==> src/rtl/core/sstf_disk_scheduler_macros.svh <==
// Assertion macros for the SSTF disk scheduler.
// Expects i_clk and i_rst_n in the scope of each use.
`ifndef SSTF_DISK_SCHEDULER_MACROS_SVH
`define SSTF_DISK_SCHEDULER_MACROS_SVH

// same-cycle implication, disabled during reset
`define SSTF_ASSERT_NOW(lbl, ante, cons, msg) \
    lbl: assert property (@(posedge i_clk) disable iff (!i_rst_n) (ante) |-> (cons)) \
        else $error(msg);

// next-cycle implication, disabled during reset
`define SSTF_ASSERT_NEXT(lbl, ante, cons, msg) \
    lbl: assert property (@(posedge i_clk) disable iff (!i_rst_n) (ante) |=> (cons)) \
        else $error(msg);

`endif

==> src/rtl/core/sstf_pkg.sv <==
// Shared widths and defaults for the SSTF disk scheduler.
// No dependencies.
package sstf_pkg;

    localparam int MAX_REQUESTS_DEF = 32;
    localparam int CYL_W            = 16;
    localparam int DIST_W           = 16;
    localparam int TOTAL_W          = 21;
    localparam int SUM_W            = 22;
    localparam int ORDER_W          = 5;
    localparam int APB_DATA_W       = 32;
    localparam int APB_ADDR_W       = 2;

    localparam logic [APB_ADDR_W-1:0] ADDR_START_HEAD = '0;
    localparam logic [SUM_W-1:0]      TOTAL_MAX       = SUM_W'((1 << TOTAL_W) - 1);

endpackage

==> src/rtl/core/sstf_disk_scheduler.sv <==
// Shortest-seek-time-first disk scheduler top level.
// Depends on sstf_pkg, sstf_ram and sstf_disk_scheduler_macros.svh.
//
// Requests load one per cycle while busy is low; a request with last set
// closes the batch and busy rises. For a batch of n stored requests the
// block then gives n results; each result takes a full pass over the
// request RAM through its single read port (the reads, the registered
// read data, a step to close the pass and a step to commit the pick).
// Results appear on a one-cycle strobe and cannot be held off; busy falls
// in the cycle of the final strobe.
`include "sstf_disk_scheduler_macros.svh"

module sstf_disk_scheduler #(
    parameter int MAX_REQUESTS = sstf_pkg::MAX_REQUESTS_DEF
) (
    input  logic                            i_clk,
    input  logic                            i_rst_n,
    input  logic                            psel,
    input  logic                            penable,
    input  logic                            pwrite,
    input  logic [sstf_pkg::APB_ADDR_W-1:0] paddr,
    input  logic [sstf_pkg::APB_DATA_W-1:0] pwdata,
    output logic [sstf_pkg::APB_DATA_W-1:0] prdata,
    output logic                            pready,
    input  logic                            start,
    output logic                            busy,
    input  logic [sstf_pkg::CYL_W-1:0]      i_request_cylinder,
    input  logic                            i_last_request,
    output logic                            o_result_valid,
    output logic [sstf_pkg::CYL_W-1:0]      o_served_cylinder,
    output logic [sstf_pkg::DIST_W-1:0]     o_seek_distance,
    output logic [sstf_pkg::TOTAL_W-1:0]    o_total_seek,
    output logic [sstf_pkg::ORDER_W-1:0]    o_order_position,
    output logic                            o_batch_overflow,
    output logic                            o_last_result
);

    import sstf_pkg::*;

    localparam int IDX_W = $clog2(MAX_REQUESTS);
    localparam int CNT_W = $clog2(MAX_REQUESTS + 1);

    typedef enum logic [2:0] {
        ST_IDLE = 3'b001,
        ST_SCAN = 3'b010,
        ST_EMIT = 3'b100
    } t_state;

    t_state                  r_state, n_state;
    logic [CYL_W-1:0]        r_start_head, n_start_head;
    logic [CNT_W-1:0]        r_count, n_count;
    logic                    r_ovf, n_ovf;
    logic [MAX_REQUESTS-1:0] r_served, n_served;
    logic [CNT_W-1:0]        r_rd_idx, n_rd_idx;
    logic                    r_pend, n_pend;
    logic [IDX_W-1:0]        r_pend_idx, n_pend_idx;
    logic                    r_found, n_found;
    logic [CNT_W-1:0]        r_order, n_order;
    logic                    r_out_valid, n_out_valid;
    logic [CYL_W-1:0]        r_head, n_head;
    logic [SUM_W-1:0]        r_sum, n_sum;
    logic [CYL_W-1:0]        r_best_cyl, n_best_cyl;
    logic [DIST_W-1:0]       r_best_dist, n_best_dist;
    logic [IDX_W-1:0]        r_best_idx, n_best_idx;
    logic [CYL_W-1:0]        r_out_cyl, n_out_cyl;
    logic [DIST_W-1:0]       r_out_dist, n_out_dist;
    logic [TOTAL_W-1:0]      r_out_total, n_out_total;
    logic [ORDER_W-1:0]      r_out_order, n_out_order;
    logic                    r_out_ovf, n_out_ovf;
    logic                    r_out_last, n_out_last;

    logic                    cfg_wr;
    logic                    accept;
    logic                    room;
    logic                    ram_we;
    logic [CYL_W-1:0]        ram_rdata;
    logic                    issue;
    logic [DIST_W-1:0]       rd_dist;
    logic [SUM_W-1:0]        sum_next;
    logic                    final_pick;

    assign cfg_wr = psel && penable && pwrite && (paddr == ADDR_START_HEAD);
    assign pready = 1'b1;
    assign prdata = (paddr == ADDR_START_HEAD) ? APB_DATA_W'(r_start_head) : '0;

    assign busy   = (r_state != ST_IDLE);
    assign accept = start && !busy;
    assign room   = (r_count < CNT_W'(MAX_REQUESTS));
    assign ram_we = accept && room;
    assign issue  = (r_rd_idx < r_count);

    assign rd_dist    = (ram_rdata >= r_head) ? (ram_rdata - r_head) : (r_head - ram_rdata);
    assign sum_next   = r_sum + SUM_W'(r_best_dist);
    assign final_pick = ((r_order + CNT_W'(1)) == r_count);

    sstf_ram #(
        .WIDTH (CYL_W),
        .DEPTH (MAX_REQUESTS)
    ) u_req_ram (
        .i_clk   (i_clk),
        .i_we    (ram_we),
        .i_waddr (r_count[IDX_W-1:0]),
        .i_wdata (i_request_cylinder),
        .i_raddr (r_rd_idx[IDX_W-1:0]),
        .o_rdata (ram_rdata)
    );

    always_comb begin
        n_state      = r_state;
        n_start_head = cfg_wr ? pwdata[CYL_W-1:0] : r_start_head;
        n_count      = r_count;
        n_ovf        = r_ovf;
        n_served     = r_served;
        n_rd_idx     = r_rd_idx;
        n_pend       = 1'b0;
        n_pend_idx   = r_rd_idx[IDX_W-1:0];
        n_found      = r_found;
        n_order      = r_order;
        n_out_valid  = 1'b0;
        n_head       = r_head;
        n_sum        = r_sum;
        n_best_cyl   = r_best_cyl;
        n_best_dist  = r_best_dist;
        n_best_idx   = r_best_idx;
        n_out_cyl    = r_out_cyl;
        n_out_dist   = r_out_dist;
        n_out_total  = r_out_total;
        n_out_order  = r_out_order;
        n_out_ovf    = r_out_ovf;
        n_out_last   = r_out_last;

        unique case (r_state)
            ST_IDLE: begin
                if (accept) begin
                    if (room) begin
                        n_count = r_count + CNT_W'(1);
                    end else begin
                        n_ovf = 1'b1;
                    end
                    if (i_last_request) begin
                        n_state  = ST_SCAN;
                        n_served = '0;
                        n_head   = r_start_head;
                        n_sum    = '0;
                        n_order  = '0;
                        n_rd_idx = '0;
                        n_found  = 1'b0;
                    end
                end
            end
            ST_SCAN: begin
                n_pend = issue;
                if (issue) begin
                    n_rd_idx = r_rd_idx + CNT_W'(1);
                end
                if (r_pend && !r_served[r_pend_idx] && (!r_found || rd_dist < r_best_dist)) begin
                    n_found     = 1'b1;
                    n_best_cyl  = ram_rdata;
                    n_best_dist = rd_dist;
                    n_best_idx  = r_pend_idx;
                end
                if (!issue && !r_pend) begin
                    n_state = ST_EMIT;
                end
            end
            ST_EMIT: begin
                n_served[r_best_idx] = 1'b1;
                n_head      = r_best_cyl;
                n_sum       = sum_next;
                n_out_valid = 1'b1;
                n_out_cyl   = r_best_cyl;
                n_out_dist  = r_best_dist;
                n_out_total = (sum_next > TOTAL_MAX) ? TOTAL_MAX[TOTAL_W-1:0]
                                                     : sum_next[TOTAL_W-1:0];
                n_out_order = ORDER_W'(r_order);
                n_out_ovf   = r_ovf;
                n_out_last  = final_pick;
                n_order     = r_order + CNT_W'(1);
                n_rd_idx    = '0;
                n_found     = 1'b0;
                if (final_pick) begin
                    n_state = ST_IDLE;
                    n_count = '0;
                    n_ovf   = 1'b0;
                    n_sum   = '0;
                end else begin
                    n_state = ST_SCAN;
                end
            end
            default: begin
                n_state = ST_IDLE;
            end
        endcase
    end

    always_ff @(posedge i_clk) begin
        if (!i_rst_n) begin
            r_state      <= ST_IDLE;
            r_start_head <= '0;
            r_count      <= '0;
            r_ovf        <= 1'b0;
            r_served     <= '0;
            r_rd_idx     <= '0;
            r_pend       <= 1'b0;
            r_found      <= 1'b0;
            r_order      <= '0;
            r_out_valid  <= 1'b0;
            r_head       <= '0;
            r_sum        <= '0;
        end else begin
            r_state      <= n_state;
            r_start_head <= n_start_head;
            r_count      <= n_count;
            r_ovf        <= n_ovf;
            r_served     <= n_served;
            r_rd_idx     <= n_rd_idx;
            r_pend       <= n_pend;
            r_found      <= n_found;
            r_order      <= n_order;
            r_out_valid  <= n_out_valid;
            r_head       <= n_head;
            r_sum        <= n_sum;
        end
    end

    always_ff @(posedge i_clk) begin
        r_pend_idx  <= n_pend_idx;
        r_best_cyl  <= n_best_cyl;
        r_best_dist <= n_best_dist;
        r_best_idx  <= n_best_idx;
        r_out_cyl   <= n_out_cyl;
        r_out_dist  <= n_out_dist;
        r_out_total <= n_out_total;
        r_out_order <= n_out_order;
        r_out_ovf   <= n_out_ovf;
        r_out_last  <= n_out_last;
    end

    assign o_result_valid    = r_out_valid;
    assign o_served_cylinder = r_out_cyl;
    assign o_seek_distance   = r_out_dist;
    assign o_total_seek      = r_out_total;
    assign o_order_position  = r_out_order;
    assign o_batch_overflow  = r_out_ovf;
    assign o_last_result     = r_out_last;

    `SSTF_ASSERT_NEXT(a_emit_strobes, r_state == ST_EMIT, o_result_valid,
                      "pick committed without a result beat")
    `SSTF_ASSERT_NEXT(a_strobe_only_after_emit, r_state != ST_EMIT, !o_result_valid,
                      "result beat without a committed pick")
    `SSTF_ASSERT_NOW(a_emit_has_pick, r_state == ST_EMIT, r_found,
                     "commit with no unserved request found")
    `SSTF_ASSERT_NOW(a_last_beat_idle, o_result_valid && o_last_result, !busy,
                     "busy still high on final beat of batch")

endmodule

==> src/rtl/core/sstf_ram.sv <==
// Generic single-write, single-read RAM with registered read data.
// No dependencies.
module sstf_ram #(
    parameter int WIDTH = 16,
    parameter int DEPTH = 32
) (
    input  logic                     i_clk,
    input  logic                     i_we,
    input  logic [$clog2(DEPTH)-1:0] i_waddr,
    input  logic [WIDTH-1:0]         i_wdata,
    input  logic [$clog2(DEPTH)-1:0] i_raddr,
    output logic [WIDTH-1:0]         o_rdata
);

    logic [WIDTH-1:0] r_mem [DEPTH];
    logic [WIDTH-1:0] r_rdata;

    always_ff @(posedge i_clk) begin
        if (i_we) begin
            r_mem[i_waddr] <= i_wdata;
        end
        r_rdata <= r_mem[i_raddr];
    end

    assign o_rdata = r_rdata;

endmodule
==> config.mk <==
export PLATFORM = sky130hd
export DESIGN_NAME = sstf_disk_scheduler
export DESIGN_NICKNAME = d
export VERILOG_FILES = /design/src/rtl/core/sstf_pkg.sv /design/src/rtl/core/sstf_disk_scheduler.sv /design/src/rtl/core/sstf_ram.sv
export VERILOG_INCLUDE_DIRS = /design/src /design/src/rtl/core
export SDC_FILE = /design/constraint.sdc
export NUM_CORES = 1
export LEC_CHECK = 0
export ABC_CLOCK_PERIOD_IN_PS = 9950
export CAP_MARGIN = 30
export CELL_PAD_IN_SITES_DETAIL_PLACEMENT = 1
export CELL_PAD_IN_SITES_GLOBAL_PLACEMENT = 1
export CORE_UTILIZATION = 40
export CTS_CLUSTER_DIAMETER = 150
export DETAILED_ROUTE_END_ITERATION = 8
export DONT_BUFFER_PORTS = 1
export GPL_ROUTABILITY_DRIVEN = 0
export HOLD_SLACK_MARGIN = 0.12
export PLACE_DENSITY = 0.66
export SLEW_MARGIN = 25
export SYNTH_ARGS = -nofsm -noshare
export SYNTH_HDL_FRONTEND = slang
export SYNTH_SLANG_ARGS = --single-unit
export TNS_END_PERCENT = 50
==> constraint.sdc <==
create_clock -name i_clk -period 9.95 [get_ports i_clk]
set_clock_uncertainty 0.05 [all_clocks]
set_input_delay 1.99 -clock i_clk [delete_from_list [all_inputs] [get_ports i_clk]]
set_output_delay 1.99 -clock i_clk [all_outputs]
set_load 0.02 [all_outputs]
# After elaboration in Yosys (flattened, before gate mapping)
# Memory sizes are Yosys's and may differ from the RTL's. A register that Yosys moved wholly into a read port is not among the register bits.
# Index checks and enable logic that the tools add are counted.
[word_totals] ff_bits=213 ramBits=512 in_bits=57 memories=1
[memory_table] name="u_req_ram.r_mem" words=32 word_bits=16 rd=1 rd_ports_with_merged_regs=1 write_ports=1 line_no="sstf_ram.sv:15" text="logic [WIDTH-1:0] r_mem [DEPTH];"
[op_classes] add_sub_neg=6 order_cmp=8 n_eq_ne=13 mux=41 n_bitwise=1 n_reduce_logical=26
[ops] cell="2-to-1 mux 22 bit" n=3
[ops] cell="2-to-1 mux 16 bit" n=4
[ops] cell="2-to-1 mux 32 bit" n=2
[ops] cell="case mux 32 bit (2 select lines)" n=1
[ops] cell="case mux 22 bit (2 select lines)" n=1
[ops] cell="2-to-1 mux 6 bit" n=6
[ops] cell="bitwise OR 32 bit" n=1
[ops] cell="case mux 16 bit (2 select lines)" n=1
[ops] cell="subtractor 16 bit" n=2
[ops] cell="case mux 6 bit (2 select lines)" n=2
[ops] cell="adder 22 x 16 -> 22 bit" n=1
[ops] cell="greater-than comparator 22 x 21 -> 1 bit (second input constant)" n=1
[ops] cell="adder 6 x 1 -> 6 bit (second input constant)" n=3
[ops] cell="case mux 6 bit (3 select lines)" n=1
[ops] cell=">= comparator 16 bit" n=1
[ops] cell="< comparator 16 bit" n=1
[ops] cell="!= test 2 bit (second input constant)" n=8
[ops] cell="AND reduction 4 bit" n=4
[ops] cell="< comparator 5 x 6 -> 1 bit (second input constant)" n=2
[ops] cell="2-to-1 mux 1 bit" n=11
[ops] cell="logical AND 1 bit" n=9
[ops] cell="2-to-1 mux 3 bit" n=3
[ops] cell="case mux 3 bit (3 select lines)" n=1
[ops] cell="equality test 6 bit" n=1
[ops] cell="other kinds (19)" n=25

# Depth between registers and ports, before layout
# Gate-level depths: netlist of the first run.
[logic_depth] word_depth=7 mapped_depth=20

# By module
# A second synthesis of the first run with hierarchy kept.
[unflattened] cells_unflattened=2223 area_unflattened_um2=31265.0
[by_module_without_submodules] mod="sstf_ram" instances=1 cells_per_inst=1143 area_per_inst_um2=20534.7 seq_area_each_um2=15695.1
[by_module_without_submodules] mod="sstf_disk_scheduler" instances=1 cells_per_inst=1080 area_per_inst_um2=10730.3 seq_area_each_um2=5235.0

# Worst setup path after synthesis of the first run
# Ideal clock, no wire load.
[synth_path] path_type="flip-flop to flip-flop" start="register r_head[5]" end="register r_best_cyl[0] (enable)" t_arrival_ns=6.035 slack_ns=3.372 stages_incl_launch_ff=20 n_path_buf=2 period_less_slack_ns=6.578 cell_sequence="dfxtp_1 > inv_1 > ha_1 > clkbuf_1 > nand4_1 > a21oi_1 > nor4_1 > o21ai_1 > buf_2 > o211ai_1 > o21ai_0 > xnor2_1 > ha_1 > a21o_1 > a21o_1 > a21oi_1 > o21ai_0 > nand3_1 > nand2_1 > a221oi_1"
[synth_via] elab_chain_cells=6
[synth_rtl] element="from (decl)" line_no="sstf_disk_scheduler.sv:60" text="logic [CYL_W-1:0] r_head, n_head;"
[synth_rtl] element="from (signal assigned)" line_no="sstf_disk_scheduler.sv:221" text="r_head <= n_head;"
[synth_rtl] element="subtractor 16 bit / >= comparator 16 bit (equally long branches)" line_no="sstf_disk_scheduler.sv:92" text="assign rd_dist = (ram_rdata >= r_head) ? (ram_rdata - r_head) : (r_head - ram_rdata);"
[synth_rtl] element="2-to-1 mux 16 bit *" line_no="sstf_disk_scheduler.sv:92"
[synth_rtl] element="via rd_dist[9]" line_no="sstf_disk_scheduler.sv:78" text="logic [DIST_W-1:0] rd_dist;"
[synth_rtl] element="< comparator 16 bit *" line_no="sstf_disk_scheduler.sv:156" text="if (r_pend && !r_served[r_pend_idx] && (!r_found || rd_dist < r_best_dist)) begin"
[synth_rtl] element="logical OR 1 bit *" line_no="sstf_disk_scheduler.sv:156"
[synth_rtl] element="logical AND 1 bit *" line_no="sstf_disk_scheduler.sv:156"
[synth_rtl] element="AND reduction 2 bit (no source line) *"
[synth_rtl] element="to (signal assigned)" line_no="sstf_disk_scheduler.sv:228" text="r_best_cyl <= n_best_cyl;"
[synth_rtl] element="to (decl)" line_no="sstf_disk_scheduler.sv:62" text="logic [CYL_W-1:0] r_best_cyl, n_best_cyl;"
# The timed path passes the listed nets; every way through them passes the cells marked *.
# A chain may end at the register's enable or synchronous reset.

# Final worst setup path of the first run
[layout_path] start="register r_head[3]" end="register r_best_cyl[5] (enable)"
# Same word-level chain as after synthesis.

==> results of run 1 <==
[power by group]
group,total [W],internal [W],switching (W)
clock network,0.00301,0.00181,0.00120
registers,0.00338,0.00337,0.0000128
logic,0.000223,0.0000808,0.000143
total,0.00662,0.00526,0.00136
[stage by stage]
step | hold slack [ns] | power, W | cells | utilization [%]
2_1_floorplan | 0.3029 | 0.003610 | 1899 | -
3_3_place_gp | 0.3893 | 0.003665 | 2816 | 41.97
3_5_place_dp | 0.3976 | 0.003673 | 2821 | 42.06
4_1_cts | 0.4132 | 0.006691 | 2963 | 45.57
5_1_grt | 0.4277 | 0.006802 | 2964 | 45.61
6_report | 0.4030 | 0.006618 | 2966 | 45.61
[per-layer routing]
layer | vias up | GRT usage [%] | wire, um
met5 | - | 0 | 0
met1 | 8733 | 24.10 | 31050
met4 | 0 | 6.622 | 2069
met3 | 126 | 3.464 | 3371
li1 | 7357 | - | -
met2 | 430 | 31.45 | 35930
[critical path, stage by stage, from the launching register on]
cell and delay (ns):
dfxtp_1 0.36, inv_1 0.06, ha_1 0.42, a21oi_1 0.41, a21oi_1 0.16, nor4_1 0.59, o21ai_4 0.32, o211ai_1 0.16
o21ai_0 0.13, xnor2_1 0.30, ha_1 0.32, a21o_1 0.16, a21o_1 0.17, a21oi_1 0.13, o21ai_0 0.11, nand3_1 0.09
nand2_1 0.09, a221oi_4 0.80, buf_4 0.46
[sequential cells by signal (all words and copies together) (netlist names), 3 cells and up]
name / cells
r_head: 16
r_pend_idx: 5
o_order_position: 5
r_served: 32
r_start_head: 16
r_rd_idx: 6
o_total_seek: 21
r_best_cyl: 16
r_count: 6
r_state: 3
r_order: 6
u_req_ram.o_rdata: 16
u_req_ram.r_mem: 512
o_served_cylinder: 16
r_best_idx: 5
r_sum: 22
r_best_dist: 16
o_seek_distance: 16
[synth_stat cells (16+ instances only)]
library cell / number
a21oi_1: 114
a22oi_1: 28
and2_1: 22
buf_2: 19
buf_4: 18
clkbuf_1: 59
dfxtp_1: 132
edfxtp_1: 609
ha_1: 73
inv_1: 69
mux2_2: 18
mux4_2: 170
nand2_1: 115
nand2b_1: 24
nand3_1: 25
nor2_1: 128
nor3_1: 16
o21ai_0: 34
xnor2_1: 24
xor2_1: 18
[how the worst max path moves through the flow]
stage | slack (ns) | cells after the start | startpoint | to
2_1_floorplan | 3.37 | 19 | r_head[5] | r_best_cyl[0]
3_3_place_gp | 4.24 | 17 | r_head[9] | r_best_cyl[1]
3_5_place_dp | 4.08 | 17 | r_head[9] | r_best_cyl[1]
4_1_cts | 4.07 | 17 | r_head[9] | r_best_cyl[4]
5_1_grt | 3.80 | 18 | r_head[3] | r_best_cyl[4]
6_report | 4.31 | 18 | r_head[3] | r_best_cyl[5]
[final cells by class]
type	count	area [sq um]	area share, %
flip-flops and latches	741	20940	60.55
multi-input cells	981	9061	26.20
clock buffers	106	2140	6.186
well taps	978	1224	3.538
clock inverters	36	523.0	1.512
repair buffers	50	421.7	1.219
inverters	72	271.5	0.7850
diodes	2	5.005	0.01447
[cell families after synthesis]
logic type      after synthesis  share of synthesized area [%]
compound gates              275                          5.672
xor+xnor                     43                          1.290
fa+ha+maj                    76                          3.177
buf+inv                     177                          2.466
flops                       741                          68.31
mux                         194                          13.35
other cells                   2                        0.02451
simple gates                376                          5.705
==> reports/qor.txt, run 1 <==
Syn-to-layout area delta: 12.88%
Core Rows: 101
effective utilization at floorplan: 40.41%
H-tree Lvls: 3
register area share after synthesis: 68.31%
Vias per Instance: 5.612
WP data arrival: 5.88 ns
vias in the first global route: 17.50k
buffer count from post-CTS setup fixing: 0
worst setup slack before clock tree synthesis: 4.084 ns
top library cells by usage in the layout, fill and taps aside: edfxtp_1 (609), mux4_2 (170), dfxtp_1 (128)
commonest register cell after synthesis: edfxtp_1
first-pass GRT wire length: 108100 um
largest net degree at the start of global routing: 93
overall overflow remaining after global route: 0
cell area after synthesis: 30640 sq um
maximum root-to-sink buffer count: 3
Final Max Slew Viols: 0
category of the worst setup path launch point: flop
reg-to-reg slack, setup: 4.31 ns
GRT Resource Usage Total: 18.65%
area post-placement: 31890 sq um
number of buffers added on ports: 0
static leakage: 11.21 nW
clock latency on the worst-skew pair: 0.64 ns
die outline width: 278.8 um
Starting DRT DRC Count: 1211
VDD IR max: 0.1331 mV
maximum fanout encountered on the critical timing path: 25
launch point of the worst hold path: u_req_ram.o_rdata[15]
critical path class: flop to flop
DR pass1 iterations: 5
Hold Crit Class: flop to flop
Max-Slew Margin vs Limit: 39.37%
most common library cell in the layout ignoring fill and taps: edfxtp_1
Clk Tree Root Cell: clkbuf_16
Critical R2R Launch: r_head[3]
hold depth: 0
number of distinct standard cells referenced by the synthesized netlist: 68
number of clock sinks: 741
Max Clock Freq: 177.3 MHz
die outline area: 77710 sq um
Endpoint, Worst Hold: r_best_cyl[15]
design area: 34590 sq um
total via count after detailed routing: 16.65k
setup total negative slack: 0 ns
library cell occupying the most area in the post-synthesis netlist: edfxtp_1
number of I/O pins: 152
FILL cells: 7285
placeable core area: 75820 sq um
Yosys Warn Count: 0
post-synthesis cell count: 1884
EDFF count, synth: 609
critical register-to-register path endpoint: r_best_cyl[5]
flops & latches, synth: 741
worst-margin pin slew: 0.9094 ns
Final period util: 56.69%
post_cts resized: 0
Die Span Y: 278.8 um
Synth area leaders: edfxtp_1 (60%), mux4_2 (12%), dfxtp_1 (8.6%), ha_1 (3.0%), a21oi_1 (1.9%)
syn_area_per_cell: 16.26 sq um
clock buffer count from CTS: 78
Worst EP required: 10.19 ns
antenna violations before repair: 0
average wire per cell in the routed design: 24.42 um
hold buffer count at CTS: 0
number of nets in the final layout: 2057
half-perimeter wire length after detailed placement: 45730 um
fraction of final layout cells sized beyond drive strength 1: 18.73%
post-detailed-route DRC marker count: 0
area share of the largest cell type after synthesis: 59.69%
cell count of the worst reg-to-reg path: 18
Final setup violation count: 0
clock tree from TritonCTS: yes
Final WS setup: 4.310 ns
Final ANT Viol Nets: 0
Pwr per Cell Area: 191.4 nW/um^2
fraction of synthesis flops using an asynchronous set or reset pin: 0%
outcome: finished clean
Final Hold Vio Count: 0
critical path endpoint category: flop
Tmin final: 5.640 ns
setup repair after global routing missed its margin: false
clock-pin slew on the worst setup and hold paths: 0.06 ns
wirelength, routed: 72420 um
count of maximum capacitance violations: 0
Power figures use the tool's default switching activity.
==> run 2, diff against run 1 <==
--- a/config.mk
+++ b/config.mk
@@ -6,7 +6,7 @@
 export SDC_FILE = /design/constraint.sdc
 export NUM_CORES = 1
 export LEC_CHECK = 0
-export ABC_CLOCK_PERIOD_IN_PS = 9950
+export ABC_CLOCK_PERIOD_IN_PS = 4950
 export CAP_MARGIN = 30
 export CELL_PAD_IN_SITES_DETAIL_PLACEMENT = 1
 export CELL_PAD_IN_SITES_GLOBAL_PLACEMENT = 1
@@ -16,7 +16,7 @@
 export DONT_BUFFER_PORTS = 1
 export GPL_ROUTABILITY_DRIVEN = 0
 export HOLD_SLACK_MARGIN = 0.12
-export PLACE_DENSITY = 0.66
+export PLACE_DENSITY = 0.69
 export SLEW_MARGIN = 25
 export SYNTH_ARGS = -nofsm -noshare
 export SYNTH_HDL_FRONTEND = slang
==> constraint.sdc (replaced) <==
create_clock -name i_clk -period 4.95 [get_ports i_clk]
set_clock_uncertainty 0.05 [all_clocks]
set_input_delay 0.99 -clock i_clk [delete_from_list [all_inputs] [get_ports i_clk]]
set_output_delay 0.99 -clock i_clk [all_outputs]
set_load 0.02 [all_outputs]
==> run 2 against run 1 <==
Effect of this change:
- count of clock-buffer cells in the layout is 1 lower
- first-iteration DRC count up 13%
- flip-flop and latch count is the same
- final cell count rose by 0.27%
==> reports/qor.txt, run 2 (synthesized netlist as in run 1, its figures left out) <==
VDD IR max: 0.3255 mV
overall overflow remaining after global route: 0
Final Hold Vio Count: 0
wirelength, routed: 72400 um
worst-margin pin slew: 0.8292 ns
Hold Crit Class: flop to flop
clock buffer count from CTS: 76
portion of total power attributed to combinational logic: 3.5%
FILL cells: 7305
register share of total power: 52.7%
most flop-heavy register: u_req_ram.r_mem
Vias per Instance: 5.606
DR pass1 iterations: 5
Layout Cells excl Fill: 2974
Final setup violation count: 0
Core Rows: 101
Clk Tree Root Cell: clkbuf_16
Die Span Y: 278.8 um
effective utilization at floorplan: 40.41%
top flop regs: u_req_ram.r_mem (512), r_served (32), r_sum (22)
Final Max Slew Viols: 0
outcome: finished clean
Final Core Density: 45.50%
number of I/O pins: 152
number of buffers added on ports: 0
clock-pin slew on the worst setup and hold paths: 0.06 ns
Top Layer Used: met4
max reg flops: 512
Tmin final: 4.418 ns
fraction of final layout cells sized beyond drive strength 1: 19.16%
total via count after detailed routing: 16.67k
count of maximum capacitance violations: 0
Clock Power Share: 43.8%
buffer count from post-CTS setup fixing: 0
die outline area: 77710 sq um
wl on met1: 30810 um
critical path endpoint category: flop
Syn-to-layout area delta: 12.60%
Final ANT Viol Nets: 0
critical path class: flop to flop
maximum root-to-sink buffer count: 3
setup repair after global routing missed its margin: false
setup total negative slack: 0 ns
WP data arrival: 4.67 ns
static leakage: 11.17 nW
vias in the first global route: 17.44k
worst hold slack: 0.4083 ns
clock latency on the worst-skew pair: 0.63 ns
number of clock sinks: 741
maximum fanout encountered on the critical timing path: 17
die outline width: 278.8 um
internal power of the cells: 0.01022 W
largest net degree at the start of global routing: 83
most common library cell in the layout ignoring fill and taps: edfxtp_1
Net Switching: 0.002700 W
sum of met2 wire segment lengths after detailed routing: 36500 um
GRT Resource Usage Total: 18.62%
placeable core area: 75820 sq um
post-detailed-route DRC marker count: 0
clock tree from TritonCTS: yes
Max Clock Freq: 226.3 MHz
antenna violations before repair: 6
Final period util: 89.26%
average wire per cell in the routed design: 24.35 um
count of placed standard cells including taps: 2830
Starting DRT DRC Count: 1369
first-pass GRT wire length: 108500 um
Max-Slew Margin vs Limit: 44.51%
post_cts resized: 0
Pwr per Cell Area: 374.4 nW/um^2
switch share: 20.90%
hold buffer count at CTS: 0
category of the worst setup path launch point: flop
H-tree Lvls: 3
Worst EP required: 5.20 ns
number of nets in the final layout: 2064
met3 routed WL: 3480 um
top library cells by usage in the layout, fill and taps aside: edfxtp_1 (609), mux4_2 (170), dfxtp_1 (128)
half-perimeter wire length after detailed placement: 45830 um
[run 2: cell count changes in the layout (fill, tap and decap cells not counted), sizes merged]
cell / delta
clkinv: +8
bufinv: -6
inv: -2
clkbuf: -1
buf: +9
[run 2: worst paths after layout]
| check | cells past startpoint | slack, ns | startpoint | end |
|---|---|---|---|---|
| worst max register to register | 18 | 0.53 | r_head[3] | r_best_dist[3] |
| worst min register to register | 0 | 0.41 | r_best_cyl[1] | o_served_cylinder[1] |
| worst max-delay path | 18 | 0.53 | r_head[3] | r_best_dist[3] |
| worst min-delay path | 0 | 0.41 | r_best_cyl[1] | o_served_cylinder[1] |
[run 2: final cells by class]
cell class,count,area [sq um],share of cell area [%]
diodes,2,5.005,0.01451
clock buffers,105,2106,6.104
clock inverters,36,384.1,1.113
inverters,72,271.5,0.7870
multi-input cells,981,9079,26.32
flip-flops and latches,741,20940,60.70
well taps,978,1224,3.547
repair buffers,59,490.5,1.422
[run 2: worst max-delay path: stages (launching register included)]
cell and delay (ns):
dfxtp_1 0.36, inv_1 0.05, ha_1 0.41, a21oi_2 0.30, a21oi_1 0.15, nor4_2 0.46
o21ai_4 0.20, o211ai_1 0.12, o21ai_0 0.12, xnor2_1 0.22, ha_1 0.29, a21o_1 0.17
a21o_1 0.17, a21oi_1 0.12, o21ai_0 0.10, nand3_1 0.10, nand2_1 0.09, a221oi_4 0.33
buf_4 0.29
[run 2: layer usage]
layer / GRT usage (%) / vias up
li1: - / 7364
met1: 24.46 / 8764
met2: 31.99 / 427
met3: 2.904 / 116
met4: 5.241 / 0
met5: 0 / -
[run 2: stage by stage]
stage	cell area (sq um)	setup slack [ns]	total power (W)
after global routing	34490	0.1637	0.01329
after CTS	34460	0.1934	0.01306
after global placement	31950	0.2344	0.007370
after detailed placement	31970	0.2091	0.007390
final	34500	0.5317	0.01292
after floorplan	30710	0.2127	0.007261
[run 2: power groups by stage]
stage	clock [W]	combinational [W]	sequential (W)
after global routing	0.00598	0.000507	0.00680
after global placement	0	0.000439	0.00693
after CTS	0.00580	0.000459	0.00680
after floorplan	0	0.000336	0.00693
final	0.00566	0.000459	0.00680
after detailed placement	0	0.000456	0.00693
